`config.mk`:
```
export PLATFORM = sky130hd
export DESIGN_NAME = source_token_scanner_core
export DESIGN_NICKNAME = d
export VERILOG_FILES = /design/src/design/stsc_pkg.sv /design/src/design/stsc_front.sv /design/src/design/stsc_runq.sv /design/src/design/stsc_back.sv /design/src/design/source_token_scanner_core.sv
export SDC_FILE = /design/constraint.sdc
export NUM_CORES = 2
export LEC_CHECK = 0
export BUFFER_PORTS_ARGS = -buffer_cell sky130_fd_sc_hd__buf_2
export CAP_MARGIN = 20
export CORE_ASPECT_RATIO = 0.7
export CORE_MARGIN = 4
export CORE_UTILIZATION = 40
export CTS_BUF_LIST = sky130_fd_sc_hd__clkbuf_8
export DETAILED_ROUTE_END_ITERATION = 6
export PLACE_DENSITY = 0.6
export SKIP_LAST_GASP = 1
export SLEW_MARGIN = 10
export SYNTH_ARGS = -nofsm -noshare
export SYNTH_HDL_FRONTEND = slang
export SYNTH_SLANG_ARGS = --single-unit
export TNS_END_PERCENT = 100
```
`constraint.sdc`:
```
create_clock -name clk_i -period 30 [get_ports clk_i]
set_input_delay 3 -clock clk_i [delete_from_list [all_inputs] [get_ports clk_i]]
set_output_delay 3 -clock clk_i [all_outputs]
set_load 0.02 [all_outputs]
```
`src/design/stsc_pkg.sv`:
```
// ----------------------------------------------------------------------------
// stsc_pkg
// Types, token codes and character helpers of the source token scanner.
// ----------------------------------------------------------------------------
`default_nettype none

package stsc_pkg;

  typedef enum logic [3:0] {
    M_IDLE, M_COMMENT, M_STRING, M_NUM_INT, M_NUM_DOT, M_NUM_FRAC, M_IDENT,
    M_BANG, M_EQ, M_LT, M_GT, M_AMP, M_PIPE
  } scan_mode_e;

  localparam logic [5:0] K_SLASH   = 6'd22;
  localparam logic [5:0] K_BANG    = 6'd14;
  localparam logic [5:0] K_BANG_EQ = 6'd15;
  localparam logic [5:0] K_EQ      = 6'd16;
  localparam logic [5:0] K_EQ_EQ   = 6'd17;
  localparam logic [5:0] K_LT      = 6'd18;
  localparam logic [5:0] K_LT_EQ   = 6'd19;
  localparam logic [5:0] K_GT      = 6'd20;
  localparam logic [5:0] K_GT_EQ   = 6'd21;
  localparam logic [5:0] K_AND     = 6'd23;
  localparam logic [5:0] K_OR      = 6'd24;
  localparam logic [5:0] K_DOT     = 6'd7;
  localparam logic [5:0] K_STRING  = 6'd25;
  localparam logic [5:0] K_NUMBER  = 6'd26;
  localparam logic [5:0] K_IDENT   = 6'd27;
  localparam logic [5:0] K_KW_FN   = 6'd28;
  localparam logic [5:0] K_END     = 6'd38;
  localparam logic [5:0] K_ERROR   = 6'd39;

  localparam logic [2:0] E_NONE       = 3'd0;
  localparam logic [2:0] E_UNEXPECTED = 3'd1;
  localparam logic [2:0] E_LONE_AMP   = 3'd2;
  localparam logic [2:0] E_LONE_PIPE  = 3'd3;
  localparam logic [2:0] E_UNTERM_STR = 3'd4;

  localparam logic [30:0] ACC_MAX = 31'h7FFF_FFFF;
  localparam int unsigned RUN_MAX = 4;

  // Keyword text, right-aligned ASCII; the last keyword comes first.
  localparam logic [9:0][47:0] KW_TEXT = {
    48'h0066_616c_7365,  // false
    48'h0000_7472_7565,  // true
    48'h006d_6f64_656c,  // model
    48'h0070_7269_6e74,  // print
    48'h7265_7475_726e,  // return
    48'h0077_6869_6c65,  // while
    48'h0000_656c_7365,  // else
    48'h0000_0000_6966,  // if
    48'h0000_006c_6574,  // let
    48'h0000_0000_666e   // fn
  };

  typedef struct packed {
    logic [5:0]  kind;
    logic [30:0] digit_value;
    logic [7:0]  fraction_digits;
    logic        value_overflow;
    logic [2:0]  error_code;
  } tok_info_t;

  function automatic logic is_digit(input logic [7:0] c);
    return (c >= 8'h30) && (c <= 8'h39);
  endfunction

  function automatic logic is_alpha(input logic [7:0] c);
    return ((c >= 8'h61) && (c <= 8'h7a)) || ((c >= 8'h41) && (c <= 8'h5a)) ||
           (c == 8'h5f);
  endfunction

  // Single-byte punctuation; bit 6 flags a match.
  function automatic logic [6:0] single_kind(input logic [7:0] c);
    logic [6:0] r;
    unique case (c)
      8'h28:   r = {1'b1, 6'd0};
      8'h29:   r = {1'b1, 6'd1};
      8'h7b:   r = {1'b1, 6'd2};
      8'h7d:   r = {1'b1, 6'd3};
      8'h5b:   r = {1'b1, 6'd4};
      8'h5d:   r = {1'b1, 6'd5};
      8'h2c:   r = {1'b1, 6'd6};
      8'h2e:   r = {1'b1, 6'd7};
      8'h3b:   r = {1'b1, 6'd8};
      8'h2d:   r = {1'b1, 6'd9};
      8'h2b:   r = {1'b1, 6'd10};
      8'h2a:   r = {1'b1, 6'd11};
      8'h25:   r = {1'b1, 6'd12};
      8'h40:   r = {1'b1, 6'd13};
      default: r = 7'd0;
    endcase
    return r;
  endfunction

  // Identifier kind from its first six bytes; short flags length <= 6.
  function automatic logic [5:0] ident_kind(input logic [47:0] kwp, input logic short);
    logic [5:0] k;
    k = K_IDENT;
    for (int i = 0; i < 10; i++) begin
      if (short && (kwp == KW_TEXT[i])) k = K_KW_FN + 6'(i);
    end
    return k;
  endfunction

endpackage

`default_nettype wire

```
`src/design/stsc_front.sv`:
```
// ----------------------------------------------------------------------------
// stsc_front
// Front end: classifies one accepted byte a cycle and builds its token run.
// ----------------------------------------------------------------------------
`default_nettype none

module stsc_front import stsc_pkg::*; #(
  parameter int POS_BITS  = 20,
  parameter int LINE_BITS = 20,
  localparam int TOK_W    = $bits(tok_info_t) + 2 * POS_BITS + LINE_BITS
) (
  input  wire logic                      clk_i,
  input  wire logic                      rst_ni,
  input  wire logic                      accept_i,
  input  wire logic [7:0]                ch_i,
  input  wire logic                      has_char_i,
  input  wire logic                      end_of_source_i,
  output logic                           run_valid_o,
  output logic [2:0]                     run_cnt_o,
  output logic [RUN_MAX-1:0][TOK_W-1:0]  run_toks_o
);

  typedef struct packed {
    tok_info_t              info;
    logic [POS_BITS-1:0]    start;
    logic [POS_BITS-1:0]    len;
    logic [LINE_BITS-1:0]   line;
  } tok_t;

  typedef struct packed {
    logic [1:0] n;
    tok_t       t0;
    tok_t       t1;
  } flush_t;

  scan_mode_e            mode_q, mode_d;
  logic [POS_BITS-1:0]   pos_q, pos_d, ts_q, ts_d;
  logic [LINE_BITS-1:0]  line_q, line_d;
  logic [30:0]           acc_q, acc_d;
  logic [7:0]            fc_q, fc_d;
  logic                  ovf_q, ovf_d;
  logic [47:0]           kwp_q, kwp_d;
  tok_t [RUN_MAX-1:0]    toks;
  logic [2:0]            n;

  function automatic tok_t mk(input logic [5:0] kind, input logic [POS_BITS-1:0] st,
                              input logic [POS_BITS-1:0] ln, input logic [LINE_BITS-1:0] lc,
                              input logic num, input logic [30:0] acc,
                              input logic [7:0] fc, input logic ovf, input logic [2:0] err);
    tok_t t;
    t.info.kind            = kind;
    t.info.digit_value     = num ? acc : 31'd0;
    t.info.fraction_digits = num ? fc : 8'd0;
    t.info.value_overflow  = num ? ovf : 1'b0;
    t.info.error_code      = err;
    t.start                = st;
    t.len                  = ln;
    t.line                 = lc;
    return t;
  endfunction

  // Pending token of mode m ending at p; a number's trailing dot adds a K_DOT.
  function automatic flush_t do_flush(input scan_mode_e m, input logic [POS_BITS-1:0] ts,
                                      input logic [LINE_BITS-1:0] lc, input logic [30:0] acc,
                                      input logic [7:0] fc, input logic ovf,
                                      input logic [47:0] kwp, input logic [POS_BITS-1:0] p);
    flush_t f;
    logic [POS_BITS-1:0] sp, dotp, one;
    sp   = p - ts;
    dotp = p - POS_BITS'(1);
    one  = POS_BITS'(1);
    f    = '0;
    unique case (m)
      M_STRING: begin
        f.n = 2'd1; f.t0 = mk(K_ERROR, ts, sp, lc, 1'b0, acc, fc, ovf, E_UNTERM_STR);
      end
      M_NUM_INT, M_NUM_FRAC: begin
        f.n = 2'd1; f.t0 = mk(K_NUMBER, ts, sp, lc, 1'b1, acc, fc, ovf, E_NONE);
      end
      M_NUM_DOT: begin
        f.n  = 2'd2;
        f.t0 = mk(K_NUMBER, ts, dotp - ts, lc, 1'b1, acc, fc, ovf, E_NONE);
        f.t1 = mk(K_DOT, dotp, one, lc, 1'b0, acc, fc, ovf, E_NONE);
      end
      M_IDENT: begin
        f.n  = 2'd1;
        f.t0 = mk(ident_kind(kwp, sp <= POS_BITS'(6)), ts, sp, lc, 1'b0, acc, fc, ovf,
                  E_NONE);
      end
      M_BANG: begin f.n = 2'd1; f.t0 = mk(K_BANG, ts, one, lc, 1'b0, acc, fc, ovf, E_NONE); end
      M_EQ:   begin f.n = 2'd1; f.t0 = mk(K_EQ, ts, one, lc, 1'b0, acc, fc, ovf, E_NONE); end
      M_LT:   begin f.n = 2'd1; f.t0 = mk(K_LT, ts, one, lc, 1'b0, acc, fc, ovf, E_NONE); end
      M_GT:   begin f.n = 2'd1; f.t0 = mk(K_GT, ts, one, lc, 1'b0, acc, fc, ovf, E_NONE); end
      M_AMP: begin
        f.n = 2'd1; f.t0 = mk(K_ERROR, ts, one, lc, 1'b0, acc, fc, ovf, E_LONE_AMP);
      end
      M_PIPE: begin
        f.n = 2'd1; f.t0 = mk(K_ERROR, ts, one, lc, 1'b0, acc, fc, ovf, E_LONE_PIPE);
      end
      default: f.n = 2'd0;
    endcase
    return f;
  endfunction

  always_comb begin
    logic [7:0]          c;
    logic [POS_BITS-1:0] p, one;
    logic                flush_now, start_now;
    logic [34:0]         v;
    logic [6:0]          sk;
    flush_t              f;
    c         = ch_i;
    p         = pos_q;
    one       = POS_BITS'(1);
    flush_now = 1'b0;
    start_now = 1'b0;
    v         = '0;
    sk        = '0;
    f         = '0;
    mode_d    = mode_q;
    pos_d     = pos_q;
    ts_d      = ts_q;
    line_d    = line_q;
    acc_d     = acc_q;
    fc_d      = fc_q;
    ovf_d     = ovf_q;
    kwp_d     = kwp_q;
    toks      = '0;
    n         = 3'd0;

    if (accept_i && has_char_i) begin
      unique case (mode_d)
        M_COMMENT: if (c == 8'h0a) begin mode_d = M_IDLE; start_now = 1'b1; end
        M_STRING: begin
          if (c == 8'h22) begin
            toks[n[1:0]] = mk(K_STRING, ts_d, p + one - ts_d, line_d, 1'b0, acc_d, fc_d,
                              ovf_d, E_NONE);
            n      = n + 3'd1;
            mode_d = M_IDLE;
          end else if (c == 8'h0a) begin
            if (line_d != '1) line_d = line_d + LINE_BITS'(1);
          end
        end
        M_NUM_INT: begin
          if (is_digit(c)) begin
            v = 35'(acc_d) * 35'd10 + 35'(c - 8'h30);
            if (v > 35'(ACC_MAX)) begin acc_d = ACC_MAX; ovf_d = 1'b1; end
            else acc_d = v[30:0];
          end else if (c == 8'h2e) begin
            mode_d = M_NUM_DOT;
          end else begin
            flush_now = 1'b1; start_now = 1'b1;
          end
        end
        M_NUM_DOT, M_NUM_FRAC: begin
          if (is_digit(c)) begin
            v = 35'(acc_d) * 35'd10 + 35'(c - 8'h30);
            if (v > 35'(ACC_MAX)) begin acc_d = ACC_MAX; ovf_d = 1'b1; end
            else acc_d = v[30:0];
            if (fc_d == 8'hff) ovf_d = 1'b1;
            else fc_d = fc_d + 8'd1;
            mode_d = M_NUM_FRAC;
          end else begin
            flush_now = 1'b1; start_now = 1'b1;
          end
        end
        M_IDENT: begin
          if (is_alpha(c) || is_digit(c)) begin
            if ((p - ts_d) < POS_BITS'(6)) kwp_d = {kwp_d[39:0], c};
          end else begin
            flush_now = 1'b1; start_now = 1'b1;
          end
        end
        M_BANG, M_EQ, M_LT, M_GT, M_AMP, M_PIPE: begin
          if ((c == 8'h3d) && (mode_d == M_BANG || mode_d == M_EQ || mode_d == M_LT ||
                               mode_d == M_GT)) begin
            toks[n[1:0]] = mk((mode_d == M_BANG) ? K_BANG_EQ :
                              (mode_d == M_EQ)   ? K_EQ_EQ   :
                              (mode_d == M_LT)   ? K_LT_EQ   : K_GT_EQ,
                              ts_d, POS_BITS'(2), line_d, 1'b0, acc_d, fc_d, ovf_d, E_NONE);
            n      = n + 3'd1;
            mode_d = M_IDLE;
          end else if ((c == 8'h26) && (mode_d == M_AMP)) begin
            toks[n[1:0]] = mk(K_AND, ts_d, POS_BITS'(2), line_d, 1'b0, acc_d, fc_d, ovf_d,
                              E_NONE);
            n      = n + 3'd1;
            mode_d = M_IDLE;
          end else if ((c == 8'h7c) && (mode_d == M_PIPE)) begin
            toks[n[1:0]] = mk(K_OR, ts_d, POS_BITS'(2), line_d, 1'b0, acc_d, fc_d, ovf_d,
                              E_NONE);
            n      = n + 3'd1;
            mode_d = M_IDLE;
          end else begin
            flush_now = 1'b1; start_now = 1'b1;
          end
        end
        default: begin mode_d = M_IDLE; start_now = 1'b1; end
      endcase

      if (flush_now) begin
        f = do_flush(mode_d, ts_d, line_d, acc_d, fc_d, ovf_d, kwp_d, p);
        if (f.n != 2'd0) begin toks[n[1:0]] = f.t0; n = n + 3'd1; end
        if (f.n == 2'd2) begin toks[n[1:0]] = f.t1; n = n + 3'd1; end
        mode_d = M_IDLE;
      end

      if (start_now) begin
        sk = single_kind(c);
        if (sk[6]) begin
          toks[n[1:0]] = mk(sk[5:0], p, one, line_d, 1'b0, acc_d, fc_d, ovf_d, E_NONE);
          n = n + 3'd1;
        end else begin
          ts_d = p;
          priority if (c == 8'h2f) begin
            toks[n[1:0]] = mk(K_SLASH, p, one, line_d, 1'b0, acc_d, fc_d, ovf_d, E_NONE);
            n = n + 3'd1;
          end else if (c == 8'h21) mode_d = M_BANG;
          else if (c == 8'h3d) mode_d = M_EQ;
          else if (c == 8'h3c) mode_d = M_LT;
          else if (c == 8'h3e) mode_d = M_GT;
          else if (c == 8'h26) mode_d = M_AMP;
          else if (c == 8'h7c) mode_d = M_PIPE;
          else if (c == 8'h23) mode_d = M_COMMENT;
          else if (c == 8'h20 || c == 8'h0d || c == 8'h09) mode_d = mode_d;
          else if (c == 8'h0a) begin
            if (line_d != '1) line_d = line_d + LINE_BITS'(1);
          end else if (c == 8'h22) mode_d = M_STRING;
          else if (is_digit(c)) begin
            acc_d  = 31'(c - 8'h30);
            fc_d   = 8'd0;
            ovf_d  = 1'b0;
            mode_d = M_NUM_INT;
          end else if (is_alpha(c)) begin
            kwp_d  = 48'(c);
            mode_d = M_IDENT;
          end else begin
            toks[n[1:0]] = mk(K_ERROR, p, one, line_d, 1'b0, acc_d, fc_d, ovf_d,
                              E_UNEXPECTED);
            n = n + 3'd1;
          end
        end
      end
      pos_d = p + one;
    end

    if (accept_i && end_of_source_i) begin
      f = do_flush(mode_d, ts_d, line_d, acc_d, fc_d, ovf_d, kwp_d, pos_d);
      if (f.n != 2'd0) begin toks[n[1:0]] = f.t0; n = n + 3'd1; end
      if (f.n == 2'd2) begin toks[n[1:0]] = f.t1; n = n + 3'd1; end
      toks[n[1:0]] = mk(K_END, pos_d, '0, line_d, 1'b0, acc_d, fc_d, ovf_d, E_NONE);
      n      = n + 3'd1;
      mode_d = M_IDLE;
      pos_d  = '0;
      ts_d   = '0;
      line_d = LINE_BITS'(1);
      acc_d  = '0;
      fc_d   = '0;
      ovf_d  = 1'b0;
      kwp_d  = '0;
    end
  end

  always_ff @(posedge clk_i or negedge rst_ni) begin
    if (!rst_ni) begin
      mode_q <= M_IDLE;
      pos_q  <= '0;
      ts_q   <= '0;
      line_q <= LINE_BITS'(1);
      acc_q  <= '0;
      fc_q   <= '0;
      ovf_q  <= 1'b0;
      kwp_q  <= '0;
    end else if (accept_i) begin
      mode_q <= mode_d;
      pos_q  <= pos_d;
      ts_q   <= ts_d;
      line_q <= line_d;
      acc_q  <= acc_d;
      fc_q   <= fc_d;
      ovf_q  <= ovf_d;
      kwp_q  <= kwp_d;
    end
  end

  assign run_valid_o = accept_i && (n != 3'd0);
  assign run_cnt_o   = n;
  always_comb begin
    for (int i = 0; i < RUN_MAX; i++) run_toks_o[i] = toks[i];
  end

endmodule

`default_nettype wire

```
`src/design/stsc_runq.sv`:
```
// ----------------------------------------------------------------------------
// stsc_runq
// Two-entry queue of token runs between the scanner and the token output.
// ----------------------------------------------------------------------------
`default_nettype none

module stsc_runq #(
  parameter int WIDTH = 8
) (
  input  wire logic             clk_i,
  input  wire logic             rst_ni,
  input  wire logic             wr_i,
  input  wire logic [WIDTH-1:0] wdata_i,
  output logic                  full_o,
  input  wire logic             rd_i,
  output logic                  valid_o,
  output logic [WIDTH-1:0]      rdata_o
);

  logic [WIDTH-1:0] entry_q [2];
  logic             wp_q, rp_q;
  logic [1:0]       cnt_q;

  assign full_o  = (cnt_q == 2'd2);
  assign valid_o = (cnt_q != 2'd0);
  assign rdata_o = entry_q[rp_q];

  always_ff @(posedge clk_i) begin
    if (wr_i && !full_o) entry_q[wp_q] <= wdata_i;
  end

  always_ff @(posedge clk_i or negedge rst_ni) begin
    if (!rst_ni) begin
      wp_q  <= 1'b0;
      rp_q  <= 1'b0;
      cnt_q <= 2'd0;
    end else begin
      if (wr_i && !full_o) wp_q <= !wp_q;
      if (rd_i && valid_o) rp_q <= !rp_q;
      cnt_q <= cnt_q + 2'((wr_i && !full_o) ? 1 : 0) - 2'((rd_i && valid_o) ? 1 : 0);
    end
  end

endmodule

`default_nettype wire

```
`src/design/stsc_back.sv`:
```
// ----------------------------------------------------------------------------
// stsc_back
// Token output: walks the head run a token a cycle into a free output register.
// ----------------------------------------------------------------------------
`default_nettype none

module stsc_back import stsc_pkg::*; #(
  parameter int POS_BITS  = 20,
  parameter int LINE_BITS = 20,
  localparam int TOK_W    = $bits(tok_info_t) + 2 * POS_BITS + LINE_BITS
) (
  input  wire logic                           clk_i,
  input  wire logic                           rst_ni,
  input  wire logic                           run_valid_i,
  input  wire logic [2:0]                     run_cnt_i,
  input  wire logic [RUN_MAX-1:0][TOK_W-1:0]  run_toks_i,
  output logic                                run_pop_o,
  input  wire logic                           pop,
  output logic                                empty,
  output logic [TOK_W-1:0]                    tok_o,
  output logic                                last_o
);

  logic [1:0]       idx_q, idx_d;
  logic             ovalid_q, ovalid_d;
  logic [TOK_W-1:0] tok_q;
  logic             last_q, last_now, load;

  assign load      = run_valid_i && (!ovalid_q || pop);
  assign last_now  = ({1'b0, idx_q} == (run_cnt_i - 3'd1));
  assign run_pop_o = load && last_now;

  always_comb begin
    idx_d    = idx_q;
    ovalid_d = ovalid_q;
    if (load) begin
      ovalid_d = 1'b1;
      idx_d    = last_now ? 2'd0 : idx_q + 2'd1;
    end else if (pop) begin
      ovalid_d = 1'b0;
    end
  end

  always_ff @(posedge clk_i or negedge rst_ni) begin
    if (!rst_ni) begin
      idx_q    <= 2'd0;
      ovalid_q <= 1'b0;
    end else begin
      idx_q    <= idx_d;
      ovalid_q <= ovalid_d;
    end
  end

  always_ff @(posedge clk_i) begin
    if (load) begin
      tok_q  <= run_toks_i[idx_q];
      last_q <= last_now;
    end
  end

  assign empty  = !ovalid_q;
  assign tok_o  = tok_q;
  assign last_o = last_q;

endmodule

`default_nettype wire

```
`src/design/source_token_scanner_core.sv`:
```
// ----------------------------------------------------------------------------
// source_token_scanner_core
// Streaming tokenizer: source bytes in, classified tokens out.
// ----------------------------------------------------------------------------
//   Channel   Handshake        Word
//   input     push / full      ch_i, has_char_i, end_of_source_i
//   output    pop / empty      token_kind_o ... last_of_run_o
//
// The scanner takes one source word per cycle while the run queue is not full
// and delivers one token per cycle while the receiver pops. A word that closes
// several tokens (up to four) is held as one run in a two-entry queue, and the
// output stage walks it one token a cycle. The input side stalls (full) only
// when both queue entries hold runs. Reset returns the scanner to the idle mode
// at position zero on line one and empties the run queue and the output
// register.
// ----------------------------------------------------------------------------
`default_nettype none

module source_token_scanner_core import stsc_pkg::*; #(
  parameter int POS_BITS  = 20,
  parameter int LINE_BITS = 20
) (
  input  wire logic                 clk_i,
  input  wire logic                 rst_ni,
  input  wire logic                 push,
  output logic                      full,
  input  wire logic [7:0]           ch_i,
  input  wire logic                 has_char_i,
  input  wire logic                 end_of_source_i,
  input  wire logic                 pop,
  output logic                      empty,
  output logic [5:0]                token_kind_o,
  output logic [POS_BITS-1:0]       start_pos_o,
  output logic [POS_BITS-1:0]       text_length_o,
  output logic [LINE_BITS-1:0]      line_number_o,
  output logic [30:0]               digit_value_o,
  output logic [7:0]                fraction_digits_o,
  output logic                      value_overflow_o,
  output logic [2:0]                error_code_o,
  output logic                      last_of_run_o
);

  localparam int TOK_W = $bits(tok_info_t) + 2 * POS_BITS + LINE_BITS;
  localparam int RUN_W = RUN_MAX * TOK_W + 3;

  typedef struct packed {
    tok_info_t              info;
    logic [POS_BITS-1:0]    start;
    logic [POS_BITS-1:0]    len;
    logic [LINE_BITS-1:0]   line;
  } tok_t;

  // The front end only moves when the run queue can take what it produces.
  logic                           accept;
  logic                           fr_valid, q_valid, q_pop;
  logic [2:0]                     fr_cnt, q_cnt;
  logic [RUN_MAX-1:0][TOK_W-1:0]  fr_toks, q_toks;
  logic [TOK_W-1:0]               out_bits;
  tok_t                           out_tok;

  assign accept = push && !full;

  stsc_front #(.POS_BITS(POS_BITS), .LINE_BITS(LINE_BITS)) u_front (
    .clk_i           (clk_i),
    .rst_ni          (rst_ni),
    .accept_i        (accept),
    .ch_i            (ch_i),
    .has_char_i      (has_char_i),
    .end_of_source_i (end_of_source_i),
    .run_valid_o     (fr_valid),
    .run_cnt_o       (fr_cnt),
    .run_toks_o      (fr_toks)
  );

  stsc_runq #(.WIDTH(RUN_W)) u_runq (
    .clk_i   (clk_i),
    .rst_ni  (rst_ni),
    .wr_i    (fr_valid),
    .wdata_i ({fr_cnt, fr_toks}),
    .full_o  (full),
    .rd_i    (q_pop),
    .valid_o (q_valid),
    .rdata_o ({q_cnt, q_toks})
  );

  stsc_back #(.POS_BITS(POS_BITS), .LINE_BITS(LINE_BITS)) u_back (
    .clk_i       (clk_i),
    .rst_ni      (rst_ni),
    .run_valid_i (q_valid),
    .run_cnt_i   (q_cnt),
    .run_toks_i  (q_toks),
    .run_pop_o   (q_pop),
    .pop         (pop),
    .empty       (empty),
    .tok_o       (out_bits),
    .last_o      (last_of_run_o)
  );

  assign out_tok           = out_bits;
  assign token_kind_o      = out_tok.info.kind;
  assign digit_value_o     = out_tok.info.digit_value;
  assign fraction_digits_o = out_tok.info.fraction_digits;
  assign value_overflow_o  = out_tok.info.value_overflow;
  assign error_code_o      = out_tok.info.error_code;
  assign start_pos_o       = out_tok.start;
  assign text_length_o     = out_tok.len;
  assign line_number_o     = out_tok.line;

endmodule

`default_nettype wire

```
==> results.txt <==
----------------------------------------------------
[Run status]
  Run status ... finished with violations
  Violations in the final reports ... DRC

[CTS]
  Worst-skew pair later-pin latency ... 970 ps
  Count of hold-fix buffers inserted at cts ... 0
  Root buffer cell ... clkbuf_8
  CTS tree ... built
  Post_cts resized ... 0
  Clock transition at the registers of the reported paths ... 60 ps
  Clock net sink count ... 1147
  Maximum clock path buffer count ... 3
  H-tree Lvls ... 4
  Setup Buffers After CTS ... 0
  Total clock buffers created by CTS ... 179

[Critical path]
  Worst-path cell with the longest stage delay ... buf_4
  Startpoint Class ... input pin
  Depth of the worst register-to-register path ... 27
  Crit path kind ... in -> reg
  Endpoint class of the critical path ... register
  Highest fanout seen on the critical path ... 69
  Crit path arrival time ... 13600 ps
  Number of buffer and inverter stages on the critical path ... 5
  Crit path required time ... 30560 ps
  Stage delay of the slowest cell on the critical path ... 860 ps
  Most used cell, CP ... ha_1
  CP Depth ... 29
  Cell family with the largest share of critical-path delay ... simple AND/OR/NAND/NOR gates

[STA]
  Slew @ Worst Pin ... 1280 ps
  Post-route clock period utilization ... 0.435
  Final critical path time including I/O delays and setup ... 13040 ps
  Hold Fails Final Rpt ... 0
  Worst slew margin relative to its limit ... 0.144
  Total negative slack for setup checks ... 0 ps
  Max-slew violation count ... 0
  Final-report setup violation count ... 0
  Worst Clk Skew ... 109 ps
  Maximum frequency from static timing analysis ... 76.7 MHz
  Unrepaired setup endpoints after global routing ... false

[Synthesis]
  Proportion of synthesized chip area in sequential cells ... 0.492
  Count of warnings emitted by yosys ... 0
  Synthesis-stage register bit count ... 1147
  Number of library cell types mapped by synthesis ... 136
  Dominant synthesized flop cell ... edfxtp_1
  Gate count after technology mapping ... 6330
  Number of enable flip-flop cells after synthesis ... 988
  Async set-or-reset flop fraction in the synthesized netlist ... 0.139
  Per-instance average area after synthesis ... 10.8 µm²
  Number of nets produced by synthesis ... 6568
  Synthesized cell area ... 68400 µm²

[Place]
  IO buf count ... 125
  Final RePlAce weighted congestion ... 1.02
  HPWL after DPL ... 180000 µm
  Placement Cell Area ... 71400 µm²

[Floorplan]
  Area of the core region ... 169000 µm²
  Die area ... 178000 µm²
  Chip height ... 354 µm
  FP Rows ... 126
  Die span in x ... 502 µm
  Starting Density ... 0.404
  Total I/O pin count ... 126

[Routing]
  Routed Wire Length ... 254000 µm
  Number of design-rule violations left by the first detailed-router iteration ... 8315
  Detailed-route via count ... 56200
  Average wire per cell in the routed design ... 29.0 µm
  Antenna-violating nets left ... 0
  Initial DRT Pass Iterations ... 7
  Vias per inst ... 6.42
  DR DRC count ... 5

[Cells and area]
  FILL cells ... 15800
  Area overhead of the layout relative to synthesis ... 9.93%
  Post-route cell area ... 75200 µm²
  Final Util ... 0.444
  Number of nets in the final layout ... 6609
  Layout cells sized above 1 ... 0.154

[Worst hold path]
  Worst min-delay path class ... reg -> reg
  Worst Hold Path Cells ... 1

[Power and ir drop]
  Power per unit of standard cell area ... 95.8 nW/µm²
  Post-layout power ... 7200 µW
  Static Leakage ... 0.0265 µW
  VDD IR max ... 0.110 mV

[Global route]
  Total congestion overflow ... 0
  Maximum number of pins on one net before global-route repair ... 141
  Total global-route track usage ... 0.278
  Antenna violations before repair ... 11
  Number of global-route vias before repair ... 52600
  First-pass GRT wire length ... 368000 µm

[Flow run]
  Max-cap violations ... 0

----------------------------------------------------
## metrics by stage
step / cells / setup WS, ps / hold WS [ps]
finish: 8760 / 16960 / 505
global route: 8758 / 16530 / 558
CTS: 8746 / 17150 / 506
detailed placement: 8422 / 16120 / 494
global placement: 8421 / 16160 / 488
floorplan: 6330 / 1250 / 467
## Yosys cell counts, types with 11 or more instances
cell type | count | area, µm²
a211o_1 | 17 | 149
a211oi_1 | 112 | 841
a21boi_0 | 11 | 82.6
a21o_1 | 51 | 383
a21oi_1 | 393 | 1970
a221oi_1 | 14 | 123
a22o_1 | 55 | 482
a22oi_1 | 114 | 856
a31oi_1 | 37 | 231
and2_1 | 43 | 269
and3_1 | 64 | 400
buf_1 | 50 | 188
buf_2 | 48 | 240
clkbuf_1 | 315 | 1180
dfrtp_1 | 158 | 3950
edfxtp_1 | 988 | 29700
ha_1 | 217 | 2720
inv_1 | 125 | 469
mux2_2 | 119 | 1340
mux2i_1 | 33 | 330
mux4_2 | 218 | 4910
nand2_1 | 510 | 1910
nand2b_1 | 48 | 300
nand3_1 | 141 | 706
nand4_1 | 55 | 344
nand4b_1 | 13 | 114
nor2_1 | 746 | 2800
nor2b_1 | 47 | 294
nor3_1 | 199 | 996
nor4_1 | 53 | 332
o2111ai_1 | 13 | 114
o211ai_1 | 28 | 210
o21a_1 | 44 | 330
o21ai_0 | 444 | 2220
o21ai_1 | 17 | 85.1
o21bai_1 | 26 | 195
o22a_1 | 14 | 123
o22ai_1 | 116 | 726
o31ai_1 | 41 | 308
o32ai_1 | 14 | 123
or2_2 | 18 | 113
or3_1 | 46 | 288
or4_1 | 14 | 105
xnor2_1 | 155 | 1360
xor2_1 | 101 | 885
## cell families after synthesis
logic type	synth area share
simple gates	0.143
xor+xnor	0.0335
flops	0.492
fa+ha+maj	0.0417
compound gates	0.161
buf+inv	0.0326
mux	0.0965
## report_power, final
group | internal [µW] | switching (µW)
Combinational | 1150 | 2110
Sequential | 2370 | 201
Clock | 700 | 668
## state kept, by name, summed over array words and instances (netlist names)
register         cells
u_back.idx_q         2
u_back.last_o        1
u_back.ovalid_q      1
u_back.tok_o       109
u_front.acc_q       31
u_front.fc_q         8
u_front.kwp_q       48
u_front.line_q      20
u_front.mode_q       4
u_front.ovf_q        1
u_front.pos_q       20
u_front.ts_q        20
u_runq.cnt_q         2
u_runq.entry_q     878
u_runq.rp_q          1
u_runq.wp_q          1
## metal layers
| layer | GRT usage | routed length [µm] | up-vias |
|---|---|---|---|
| li1 | - | - | 24200 |
| met1 | 0.431 | 114000 | 28000 |
| met2 | 0.375 | 101000 | 3547 |
| met3 | 0.0837 | 32300 | 439 |
| met4 | 0.0661 | 6200 | 0 |
| met5 | 0 | 0 | - |
## final timing paths
kind,start,end,slack [ps]
min reg2reg,u_runq.cnt_q[1],u_runq.cnt_q[1],500
max reg2reg,u_front.mode_q[2],u_runq.entry_q[1][300],19270
max in group asynchronous,rst_ni,u_back.idx_q[1],26440
min,u_runq.cnt_q[1],u_runq.cnt_q[1],500
max,ch_i[4],u_runq.entry_q[1][300],16960
min in group asynchronous,rst_ni,u_front.kwp_q[41],2100
## area by class of cell
type / count / area (µm²) / share of cell area
clock inverter: 128 / 976 / 0.0130
clock buffer: 196 / 2700 / 0.0359
multi-input combinational: 4626 / 32700 / 0.434
timing repair buffer: 290 / 1930 / 0.0256
inverter: 127 / 477 / 0.00634
sequential: 1147 / 33700 / 0.447
antenna: 6 / 15.0 / 0.000200
tap: 2240 / 2800 / 0.0373
## placed cells by master, fill, tap and decap left out, types with 45 or more instances in the layout
cell type	synthesis	routed
buf_4	9	158
nor3_1	199	198
a22o_1	55	55
xnor2_1	155	155
nor2_1	746	741
nand3_1	141	140
nor4_1	53	53
or3_1	46	45
ha_1	217	214
xor2_1	101	101
a22oi_1	114	114
a21oi_1	393	390
nand4_1	55	55
o21ai_0	444	444
mux4_2	218	218
buf_2	48	123
inv_1	125	173
nand2b_1	48	48
a211oi_1	112	112
clkbuf_8	0	197
nor2b_1	47	46
a21o_1	51	51
nand2_1	510	503
o22ai_1	116	116
and3_1	64	63
mux2_2	119	119
dfrtp_1	158	155
edfxtp_1	988	988
Power figures use the tool's default switching activity.
